$ cat src/design/e2cd_pkg.sv
// ----------------------------------------------------------------------------
// e2cd_pkg
// Types, constants and the month table of the epoch to calendar date block.
// ----------------------------------------------------------------------------
package e2cd_pkg;

    // UTC+8
    localparam logic [32:0] TZ_OFFSET_SEC   = 33'd28800;

    // floor(x/d) = (x * m) >> k for the ranges used here
    localparam logic [31:0] RECIP15_WIDE    = 32'd2290649225;  // k = 35
    localparam logic [25:0] RECIP15_NARROW  = 26'd35791395;    // k = 29
    localparam logic [17:0] RECIP3_WIDE     = 18'd174763;      // k = 19
    localparam logic [17:0] RECIP4383       = 18'd244979;      // k = 30
    localparam logic [16:0] RECIP7          = 17'd74899;       // k = 19
    localparam logic [10:0] RECIP3_NARROW   = 11'd1366;        // k = 12

    localparam logic [20:0] HOURS_PER_BLOCK = 21'd35064;
    localparam logic [15:0] YEAR1_START     = 16'd8760;
    localparam logic [15:0] YEAR2_START     = 16'd17520;
    localparam logic [15:0] YEAR3_START     = 16'd26304;
    localparam logic [1:0]  LEAP_YEAR_SLOT  = 2'd2;
    localparam logic [7:0]  YEAR_BASE       = 8'd70;
    localparam logic [16:0] EPOCH_WEEKDAY   = 17'd4;
    localparam logic [8:0]  FEB29_DAY       = 9'd60;
    localparam logic [3:0]  LAST_MONTH      = 4'd11;

    typedef struct packed {
        logic en;
    } t_pipe_ctl;

    typedef struct packed {
        logic [20:0] hours;
        logic [5:0]  minute;
        logic [5:0]  second;
    } t_hour_req;

    typedef struct packed {
        logic [5:0] second;
        logic [5:0] minute;
        logic [4:0] hour;
        logic [2:0] weekday;
        logic [7:0] year;
        logic       leap;
        logic [8:0] day_of_year;
    } t_date_req;

    // days before the first of each month, common year
    function automatic logic [8:0] month_start(input logic [3:0] mon);
        logic [8:0] days;
        case (mon)
            4'd0:    days = 9'd0;
            4'd1:    days = 9'd31;
            4'd2:    days = 9'd59;
            4'd3:    days = 9'd90;
            4'd4:    days = 9'd120;
            4'd5:    days = 9'd151;
            4'd6:    days = 9'd181;
            4'd7:    days = 9'd212;
            4'd8:    days = 9'd243;
            4'd9:    days = 9'd273;
            4'd10:   days = 9'd304;
            4'd11:   days = 9'd334;
            default: days = 9'd0;
        endcase
        return days;
    endfunction

endpackage

$ cat src/design/e2cd_time_split.sv
// ----------------------------------------------------------------------------
// e2cd_time_split
// Five stages: offset add, then seconds and minutes split off by reciprocal
// multiplication, leaving total local hours.
// ----------------------------------------------------------------------------
module e2cd_time_split (
    input  logic                 i_clk,
    input  logic                 i_rst_n,
    input  e2cd_pkg::t_pipe_ctl  i_ctl,
    input  logic                 i_valid,
    input  logic [31:0]          i_epoch_seconds,
    output logic                 o_valid,
    output e2cd_pkg::t_hour_req  o_req
);
    import e2cd_pkg::*;

    logic [4:0]  r_valid;
    logic [32:0] r_a_t;
    logic [62:0] r_b_p;
    logic [5:0]  r_b_t6;
    logic [26:0] r_c_q;
    logic [5:0]  r_c_sec;
    logic [50:0] r_d_p;
    logic [5:0]  r_d_q6;
    logic [5:0]  r_d_sec;
    logic [20:0] r_e_hours;
    logic [5:0]  r_e_min;
    logic [5:0]  r_e_sec;

    logic [26:0] w_c_q;
    logic [20:0] w_e_hours;

    assign w_c_q     = r_b_p[61:35];
    assign w_e_hours = r_d_p[49:29];

    always_ff @(posedge i_clk) begin
        if (!i_rst_n) begin
            r_valid <= '0;
        end else if (i_ctl.en) begin
            r_valid <= {r_valid[3:0], i_valid};
        end
    end

    always_ff @(posedge i_clk) begin
        if (i_ctl.en) begin
            r_a_t     <= {1'b0, i_epoch_seconds} + TZ_OFFSET_SEC;
            r_b_p     <= 63'(r_a_t[32:2]) * 63'(RECIP15_WIDE);
            r_b_t6    <= r_a_t[5:0];
            r_c_q     <= w_c_q;
            r_c_sec   <= 6'(r_b_t6 - 6'(w_c_q[5:0] * 6'd60));
            r_d_p     <= 51'(r_c_q[26:2]) * 51'(RECIP15_NARROW);
            r_d_q6    <= r_c_q[5:0];
            r_d_sec   <= r_c_sec;
            r_e_hours <= w_e_hours;
            r_e_min   <= 6'(r_d_q6 - 6'(w_e_hours[5:0] * 6'd60));
            r_e_sec   <= r_d_sec;
        end
    end

    assign o_valid      = r_valid[4];
    assign o_req.hours  = r_e_hours;
    assign o_req.minute = r_e_min;
    assign o_req.second = r_e_sec;

endmodule

$ cat src/design/e2cd_date_split.sv
// ----------------------------------------------------------------------------
// e2cd_date_split
// Five stages: hours to days and four-year blocks, year within the block,
// weekday, day of year and hour of day.
// ----------------------------------------------------------------------------
module e2cd_date_split (
    input  logic                 i_clk,
    input  logic                 i_rst_n,
    input  e2cd_pkg::t_pipe_ctl  i_ctl,
    input  logic                 i_valid,
    input  e2cd_pkg::t_hour_req  i_req,
    output logic                 o_valid,
    output e2cd_pkg::t_date_req  o_req
);
    import e2cd_pkg::*;

    logic [4:0]  r_valid;

    logic [35:0] r_f_pd;
    logic [35:0] r_f_pb;
    logic [20:0] r_f_hours;
    logic [5:0]  r_f_min;
    logic [5:0]  r_f_sec;

    logic [15:0] r_g_days;
    logic [5:0]  r_g_blk;
    logic [15:0] r_g_rem;
    logic [5:0]  r_g_min;
    logic [5:0]  r_g_sec;

    logic [13:0] r_h_remy;
    logic [1:0]  r_h_yoff;
    logic [7:0]  r_h_year;
    logic [31:0] r_h_pw;
    logic [2:0]  r_h_w3;
    logic [5:0]  r_h_min;
    logic [5:0]  r_h_sec;

    logic [21:0] r_i_py;
    logic [4:0]  r_i_rem5;
    logic [2:0]  r_i_wday;
    logic        r_i_leap;
    logic [7:0]  r_i_year;
    logic [5:0]  r_i_min;
    logic [5:0]  r_i_sec;

    t_date_req   r_j_req;

    logic [17:0] w_f_x;
    logic [15:0] w_g_days;
    logic [5:0]  w_g_blk;
    logic [1:0]  w_h_yoff;
    logic [15:0] w_h_start;
    logic [16:0] w_h_w;
    logic [12:0] w_i_q7;
    logic [8:0]  w_j_yday;

    assign w_f_x    = i_req.hours[20:3];
    assign w_g_days = r_f_pd[34:19];
    assign w_g_blk  = r_f_pb[35:30];
    assign w_h_w    = 17'(r_g_days) + EPOCH_WEEKDAY;
    assign w_i_q7   = r_h_pw[31:19];
    assign w_j_yday = r_i_py[20:12];

    always_comb begin
        if (r_g_rem < YEAR1_START) begin
            w_h_yoff  = 2'd0;
            w_h_start = '0;
        end else if (r_g_rem < YEAR2_START) begin
            w_h_yoff  = 2'd1;
            w_h_start = YEAR1_START;
        end else if (r_g_rem < YEAR3_START) begin
            w_h_yoff  = 2'd2;
            w_h_start = YEAR2_START;
        end else begin
            w_h_yoff  = 2'd3;
            w_h_start = YEAR3_START;
        end
    end

    always_ff @(posedge i_clk) begin
        if (!i_rst_n) begin
            r_valid <= '0;
        end else if (i_ctl.en) begin
            r_valid <= {r_valid[3:0], i_valid};
        end
    end

    always_ff @(posedge i_clk) begin
        if (i_ctl.en) begin
            r_f_pd    <= 36'(w_f_x) * 36'(RECIP3_WIDE);
            r_f_pb    <= 36'(w_f_x) * 36'(RECIP4383);
            r_f_hours <= i_req.hours;
            r_f_min   <= i_req.minute;
            r_f_sec   <= i_req.second;

            r_g_days  <= w_g_days;
            r_g_blk   <= w_g_blk;
            r_g_rem   <= 16'(r_f_hours - 21'(21'(w_g_blk) * HOURS_PER_BLOCK));
            r_g_min   <= r_f_min;
            r_g_sec   <= r_f_sec;

            r_h_remy  <= 14'(r_g_rem - w_h_start);
            r_h_yoff  <= w_h_yoff;
            r_h_year  <= YEAR_BASE + {r_g_blk, w_h_yoff};
            r_h_pw    <= 32'(w_h_w) * 32'(RECIP7);
            r_h_w3    <= w_h_w[2:0];
            r_h_min   <= r_g_min;
            r_h_sec   <= r_g_sec;

            r_i_py    <= 22'(r_h_remy[13:3]) * 22'(RECIP3_NARROW);
            r_i_rem5  <= r_h_remy[4:0];
            r_i_wday  <= 3'(r_h_w3 - 3'(w_i_q7[2:0] * 3'd7));
            r_i_leap  <= (r_h_yoff == LEAP_YEAR_SLOT);
            r_i_year  <= r_h_year;
            r_i_min   <= r_h_min;
            r_i_sec   <= r_h_sec;

            r_j_req.second      <= r_i_sec;
            r_j_req.minute      <= r_i_min;
            r_j_req.hour        <= 5'(r_i_rem5 - 5'(w_j_yday[4:0] * 5'd24));
            r_j_req.weekday     <= r_i_wday;
            r_j_req.year        <= r_i_year;
            r_j_req.leap        <= r_i_leap;
            r_j_req.day_of_year <= w_j_yday;
        end
    end

    assign o_valid = r_valid[4];
    assign o_req   = r_j_req;

endmodule

$ cat src/design/e2cd_month.sv
// ----------------------------------------------------------------------------
// e2cd_month
// Output stage: month and day of month from day of year, February 29 aside.
// ----------------------------------------------------------------------------
module e2cd_month (
    input  logic                 i_clk,
    input  logic                 i_rst_n,
    input  e2cd_pkg::t_pipe_ctl  i_ctl,
    input  logic                 i_valid,
    input  e2cd_pkg::t_date_req  i_req,
    output logic                 o_valid,
    output logic [5:0]           o_second,
    output logic [5:0]           o_minute,
    output logic [4:0]           o_hour,
    output logic [2:0]           o_weekday,
    output logic [7:0]           o_years_since_1900,
    output logic [3:0]           o_month,
    output logic [4:0]           o_day_of_month,
    output logic [8:0]           o_day_of_year
);
    import e2cd_pkg::*;

    logic       r_valid;
    logic [5:0] r_second;
    logic [5:0] r_minute;
    logic [4:0] r_hour;
    logic [2:0] r_weekday;
    logic [7:0] r_year;
    logic [3:0] r_month;
    logic [4:0] r_mday;
    logic [8:0] r_yday;

    logic [8:0] w_day;
    logic [8:0] w_day_adj;
    logic       w_feb29;
    logic [3:0] w_mon;
    logic [3:0] n_month;
    logic [4:0] n_mday;

    assign w_day     = i_req.day_of_year + 9'd1;
    assign w_feb29   = i_req.leap && (w_day == FEB29_DAY);
    assign w_day_adj = (i_req.leap && (w_day > FEB29_DAY)) ? w_day - 9'd1 : w_day;

    always_comb begin
        w_mon = '0;
        for (int k = 1; k <= int'(LAST_MONTH); k++) begin
            if (w_day_adj > month_start(4'(k))) begin
                w_mon = 4'(k);
            end
        end
    end

    always_comb begin
        if (w_feb29) begin
            n_month = 4'd1;
            n_mday  = 5'd29;
        end else begin
            n_month = w_mon;
            n_mday  = 5'(w_day_adj - month_start(w_mon));
        end
    end

    always_ff @(posedge i_clk) begin
        if (!i_rst_n) begin
            r_valid <= 1'b0;
        end else if (i_ctl.en) begin
            r_valid <= i_valid;
        end
    end

    always_ff @(posedge i_clk) begin
        if (i_ctl.en) begin
            r_second  <= i_req.second;
            r_minute  <= i_req.minute;
            r_hour    <= i_req.hour;
            r_weekday <= i_req.weekday;
            r_year    <= i_req.year;
            r_month   <= n_month;
            r_mday    <= n_mday;
            r_yday    <= i_req.day_of_year;
        end
    end

    assign o_valid            = r_valid;
    assign o_second           = r_second;
    assign o_minute           = r_minute;
    assign o_hour             = r_hour;
    assign o_weekday          = r_weekday;
    assign o_years_since_1900 = r_year;
    assign o_month            = r_month;
    assign o_day_of_month     = r_mday;
    assign o_day_of_year      = r_yday;

endmodule

$ cat src/design/epoch_to_calendar_date.sv
// ----------------------------------------------------------------------------
// epoch_to_calendar_date
// Unix seconds to broken-down local date and time at UTC+8.
// ----------------------------------------------------------------------------
// Usage:
//   Input channel: i_valid / o_stall with i_epoch_seconds. A request is taken
//   on a rising edge with i_valid high and o_stall low.
//   Output channel: o_valid / i_stall with second, minute, hour, weekday,
//   years_since_1900, month, day_of_month and day_of_year. Each request
//   gives exactly one result.
//   Throughput: one request per cycle while not stalled; an 11-stage
//   pipeline of constant reciprocal multipliers and compares.
//   Stall: with o_valid high and i_stall high the whole pipeline holds;
//   o_stall follows, the shown result stays put, and bubbles inside the
//   pipeline are not squeezed out.
//   Reset: synchronous, active low; clears all stage valid bits, so no
//   result is shown after reset. There is no configuration and no state
//   kept between requests.
// ----------------------------------------------------------------------------
module epoch_to_calendar_date (
    input  logic        i_clk,
    input  logic        i_rst_n,
    input  logic        i_valid,
    output logic        o_stall,
    input  logic [31:0] i_epoch_seconds,
    output logic        o_valid,
    input  logic        i_stall,
    output logic [5:0]  o_second,
    output logic [5:0]  o_minute,
    output logic [4:0]  o_hour,
    output logic [2:0]  o_weekday,
    output logic [7:0]  o_years_since_1900,
    output logic [3:0]  o_month,
    output logic [4:0]  o_day_of_month,
    output logic [8:0]  o_day_of_year
);
    import e2cd_pkg::*;

    t_pipe_ctl w_ctl;
    logic      w_hour_valid;
    t_hour_req w_hour_req;
    logic      w_date_valid;
    t_date_req w_date_req;

    assign w_ctl.en = !(o_valid && i_stall);
    assign o_stall  = !w_ctl.en;

    e2cd_time_split u_time_split (
        .i_clk           (i_clk),
        .i_rst_n         (i_rst_n),
        .i_ctl           (w_ctl),
        .i_valid         (i_valid),
        .i_epoch_seconds (i_epoch_seconds),
        .o_valid         (w_hour_valid),
        .o_req           (w_hour_req)
    );

    e2cd_date_split u_date_split (
        .i_clk   (i_clk),
        .i_rst_n (i_rst_n),
        .i_ctl   (w_ctl),
        .i_valid (w_hour_valid),
        .i_req   (w_hour_req),
        .o_valid (w_date_valid),
        .o_req   (w_date_req)
    );

    e2cd_month u_month (
        .i_clk              (i_clk),
        .i_rst_n            (i_rst_n),
        .i_ctl              (w_ctl),
        .i_valid            (w_date_valid),
        .i_req              (w_date_req),
        .o_valid            (o_valid),
        .o_second           (o_second),
        .o_minute           (o_minute),
        .o_hour             (o_hour),
        .o_weekday          (o_weekday),
        .o_years_since_1900 (o_years_since_1900),
        .o_month            (o_month),
        .o_day_of_month     (o_day_of_month),
        .o_day_of_year      (o_day_of_year)
    );

endmodule

$ cat config.mk
export PLATFORM = sky130hd
export DESIGN_NAME = epoch_to_calendar_date
export DESIGN_NICKNAME = d
export VERILOG_FILES = /design/src/design/e2cd_pkg.sv /design/src/design/e2cd_time_split.sv /design/src/design/e2cd_date_split.sv /design/src/design/e2cd_month.sv /design/src/design/epoch_to_calendar_date.sv
export SDC_FILE = /design/constraint.sdc
export NUM_CORES = 2
export LEC_CHECK = 0
export ABC_CLOCK_PERIOD_IN_PS = 13100
export BUFFER_PORTS_ARGS = -buffer_cell sky130_fd_sc_hd__buf_2
export CAP_MARGIN = 20
export CORE_MARGIN = 2
export CORE_UTILIZATION = 60
export CTS_CLUSTER_DIAMETER = 120
export DETAILED_ROUTE_END_ITERATION = 6
export GPL_TIMING_DRIVEN = 0
export PLACE_DENSITY = 0.83
export RECOVER_POWER = 50
export REMOVE_ABC_BUFFERS = 1
export SYNTH_ARGS = -nofsm -noshare
export SYNTH_HDL_FRONTEND = slang
export SYNTH_HIERARCHICAL = 1
export SYNTH_SLANG_ARGS = --single-unit
$ cat constraint.sdc
create_clock -name i_clk -period 13.1 [get_ports i_clk]
set_clock_uncertainty 0.05 [all_clocks]
set_input_delay 1.31 -clock i_clk [delete_from_list [all_inputs] [get_ports i_clk]]
set_output_delay 1.31 -clock i_clk [all_outputs]
set_load 0.02 [all_outputs]
==> results_dict.tcl <==
set metrics [dict create \
    start_util_pct 60.7 \
    die_w_microns 284 \
    cts-root-buf "clkbuf_16" \
    dieArea_sq_um 80600 \
    synth.most_common_cell "inv_1" \
    numCtsBuffers 44 \
    grt-busiest-layer "met2" \
    synth_common_cells "inv_1, ha_1, fa_1" \
    rsz0062_at_grt "false" \
    finalCritPeriodShare_pct 60.5 \
    hpwl_mm 75.1 \
    cp_max_fo 79 \
    cts.reportedPaths.clkPinSlew_ns 0.06 \
    grt.total_usage_pct 23.5 \
    cap_violations 4 \
    drtIter0Drc 1663 \
    outcome "finished with violations" \
    clockBufferDepth 3 \
    dominantRegCellSynth "edfxtp_1" \
    min_period_ns 7.92 \
    synth_top_area_share_pct 27.3 \
    ys_ff_latch 439 \
    grt_pass1_vias 30900 \
    ys_seq_area_share_pct 27.8 \
    place_ws_ns 6.09 \
    tritoncts "built" \
    clkLatencyLatePin_ns 0.59 \
    crit_chain "clkbuf_1, nand2_1, clkbuf_1, clkbuf_1, buf_16, buf_16" \
    met1_usage_pct 29.4 \
    yosysTopAreaCell "edfxtp_1" \
    fin_nets 5662 \
    cpPeakStageDelay_ns 2.57 \
    die_y_microns 284 \
    hold_viol 0 \
    fin_cells 5214 \
    synth_cell_types 100 \
    ys_warn_count 6 \
    worst_path_most_repeated_cell "clkbuf_1" \
    fmax_mhz 126 \
    viasPerCell 5.50 \
    grt_max_degree 80 \
    grt_pass1_wl_mm 153 \
    cpMaxStageDelayCell "clkbuf_1" \
    first_pass_iters 5 \
    overflow 0 \
    violations "max-capacitance violations, max-slew violations" \
    vias 28700 \
    wl_per_cell_microns 17.6 \
    critical_path_buf_inv_count 5 \
    dpl.cell_count 5135 \
    antenna_left 0 \
    ys_async_sr_fraction_pct 0 \
    use_met3_pct 3.57 \
    drive_above_1_share_pct 4.46 \
    fin_ws_ns 5.18 \
    syn_avg_cell_area_sq_um 11.7 \
    synth_edf_count 428 \
    maxSlewHeadroom_pct -155 \
    startpoint_type "input port" \
    syn_area_sq_um 47000 \
    worstMarginPinSlew_ns 3.82 \
    regArea_sq_um 13100 \
    criticalPathCategory "in -> reg" \
    ctsHtreeMaxLevel 2 \
    cp_data_arrival_time_ns 8.11 \
    cts_setup_buffers 0 \
    drt-total-wl_mm 91.9 \
    met2_usage_pct 42.3 \
    cts_hold_buffers 0 \
    num-fill-cells 5539 \
    antenna_cells 0 \
    synthesis.instances 4023 \
    min_path_type "reg -> reg" \
    cp.required_ns 13.29 \
    cts_sinks 439 \
    setup_viol 0 \
    num_rows 102 \
    antenna_found_initial 0 \
    portBuffers 83 \
    synth_area_leaders "edfxtp_1, ha_1, fa_1" \
    io_pins 84 \
    cts-resized-gates 0 \
    drc 0 \
    place.gp.congestion 0.903 \
    cp_top_family "buffers and inverters" \
    syn2layout_area_growth_pct 6.84 \
    slew_violations 238 \
    cp-end-kind "flop" \
    multi_input_area_sq_um 30200 \
    core_region_area_sq_um 77500 \
]
-- kinds of logic after synthesis --
group	Yosys count	synth area share, %
buffers and inverters	1002	8.07
flip-flops	439	27.8
multiplexers	11	0.234
AND/OR/NAND/NOR	447	4.95
XOR/XNOR	201	3.78
adder cells (fa/ha/maj)	1485	48.6
AO/OA/AOI/OAI	438	6.59
-- worst paths after layout --
kind	startpoint	end	slack, ns	cells after the start
max	i_stall	u_date_split/r_f_pd[22]$_DFFE_PP_	5.18	6
min	u_time_split/r_d_p[47]$_DFFE_PP_	u_time_split/r_e_hours[18]$_DFFE_PP_	0.36	0
max reg2reg	u_month/o_valid$_SDFFE_PN0P_	u_date_split/r_f_pd[22]$_DFFE_PP_	5.68	5
min reg2reg	u_time_split/r_d_p[47]$_DFFE_PP_	u_time_split/r_e_hours[18]$_DFFE_PP_	0.36	0
-- sequential cells by signal, summed over array words and instances (netlist names), 7 cells and up --
name / cells
u_date_split/o_req: 38
u_time_split/r_a_t: 33
u_time_split/r_b_p: 30
u_time_split/r_c_q: 27
u_time_split/r_d_p: 22
u_time_split/r_e_hours: 21
u_date_split/r_f_pd: 17
u_date_split/r_g_days: 16
u_date_split/r_g_rem: 16
u_date_split/r_f_hours: 15
u_date_split/r_h_remy: 14
u_date_split/r_i_py: 9
u_month/o_day_of_year: 9
u_date_split/r_i_year: 8
u_month/o_years_since_1900: 8
u_date_split/r_h_year: 7
-- worst reg2reg max path, stage by stage (launching register included) --
cell and delay [ns]:
dfxtp_1 0.33, nand2_1 1.29, clkbuf_1 1.98, clkbuf_1 2.58, buf_16 0.36, buf_16 0.42
-- final cells by class --
cell class	count	share of cell area [%]
Timing Repair Buffer	89	0.944
Inverter	985	7.36
Tap cell	1040	2.59
Clock inverter	33	0.854
Sequential cell	439	26.0
Multi-Input combinational cell	2582	60.0
Clock buffer	46	2.21
-- routing by layer --
metal | wire length (microns) | share of wire [%]
met3 | 4430 | 4.8
met5 | 0 | 0
met4 | 2560 | 2.8
met2 | 46900 | 51
met1 | 38000 | 41
-- cell usage in the layout (no fill, tap or decap), types with 23 or more instances in the layout --
| cell type | n |
|---|---|
| xor2_1 | 67 |
| and3_1 | 30 |
| clkbuf_16 | 44 |
| edfxtp_1 | 428 |
| inv_1 | 982 |
| nand4_1 | 34 |
| a21oi_1 | 115 |
| nand2_1 | 106 |
| nand3_1 | 50 |
| ha_1 | 917 |
| nor2b_1 | 26 |
| xnor2_1 | 132 |
| fa_1 | 568 |
| o21ai_0 | 65 |
| nor2_1 | 92 |
| buf_2 | 55 |
| clkbuf_1 | 33 |
| a21o_1 | 69 |
| nor3_1 | 23 |
-- per-stage QoR --
stage	util (%)	hold WS, ns	setup TNS [ns]	area, sq um
final	64.9	0.356	0	50200
after global routing	64.9	0.368	0	50200
after CTS	65.0	0.352	0	50400
after detailed placement	63.0	0.355	0	48800
after global placement	62.8	0.351	-936.39	48600
after floorplan	-	0.350	0	46900
Power is left out: the tool's default activity adds up to more than one toggle a clock period on the data nets, which glitch-free logic cannot reach.
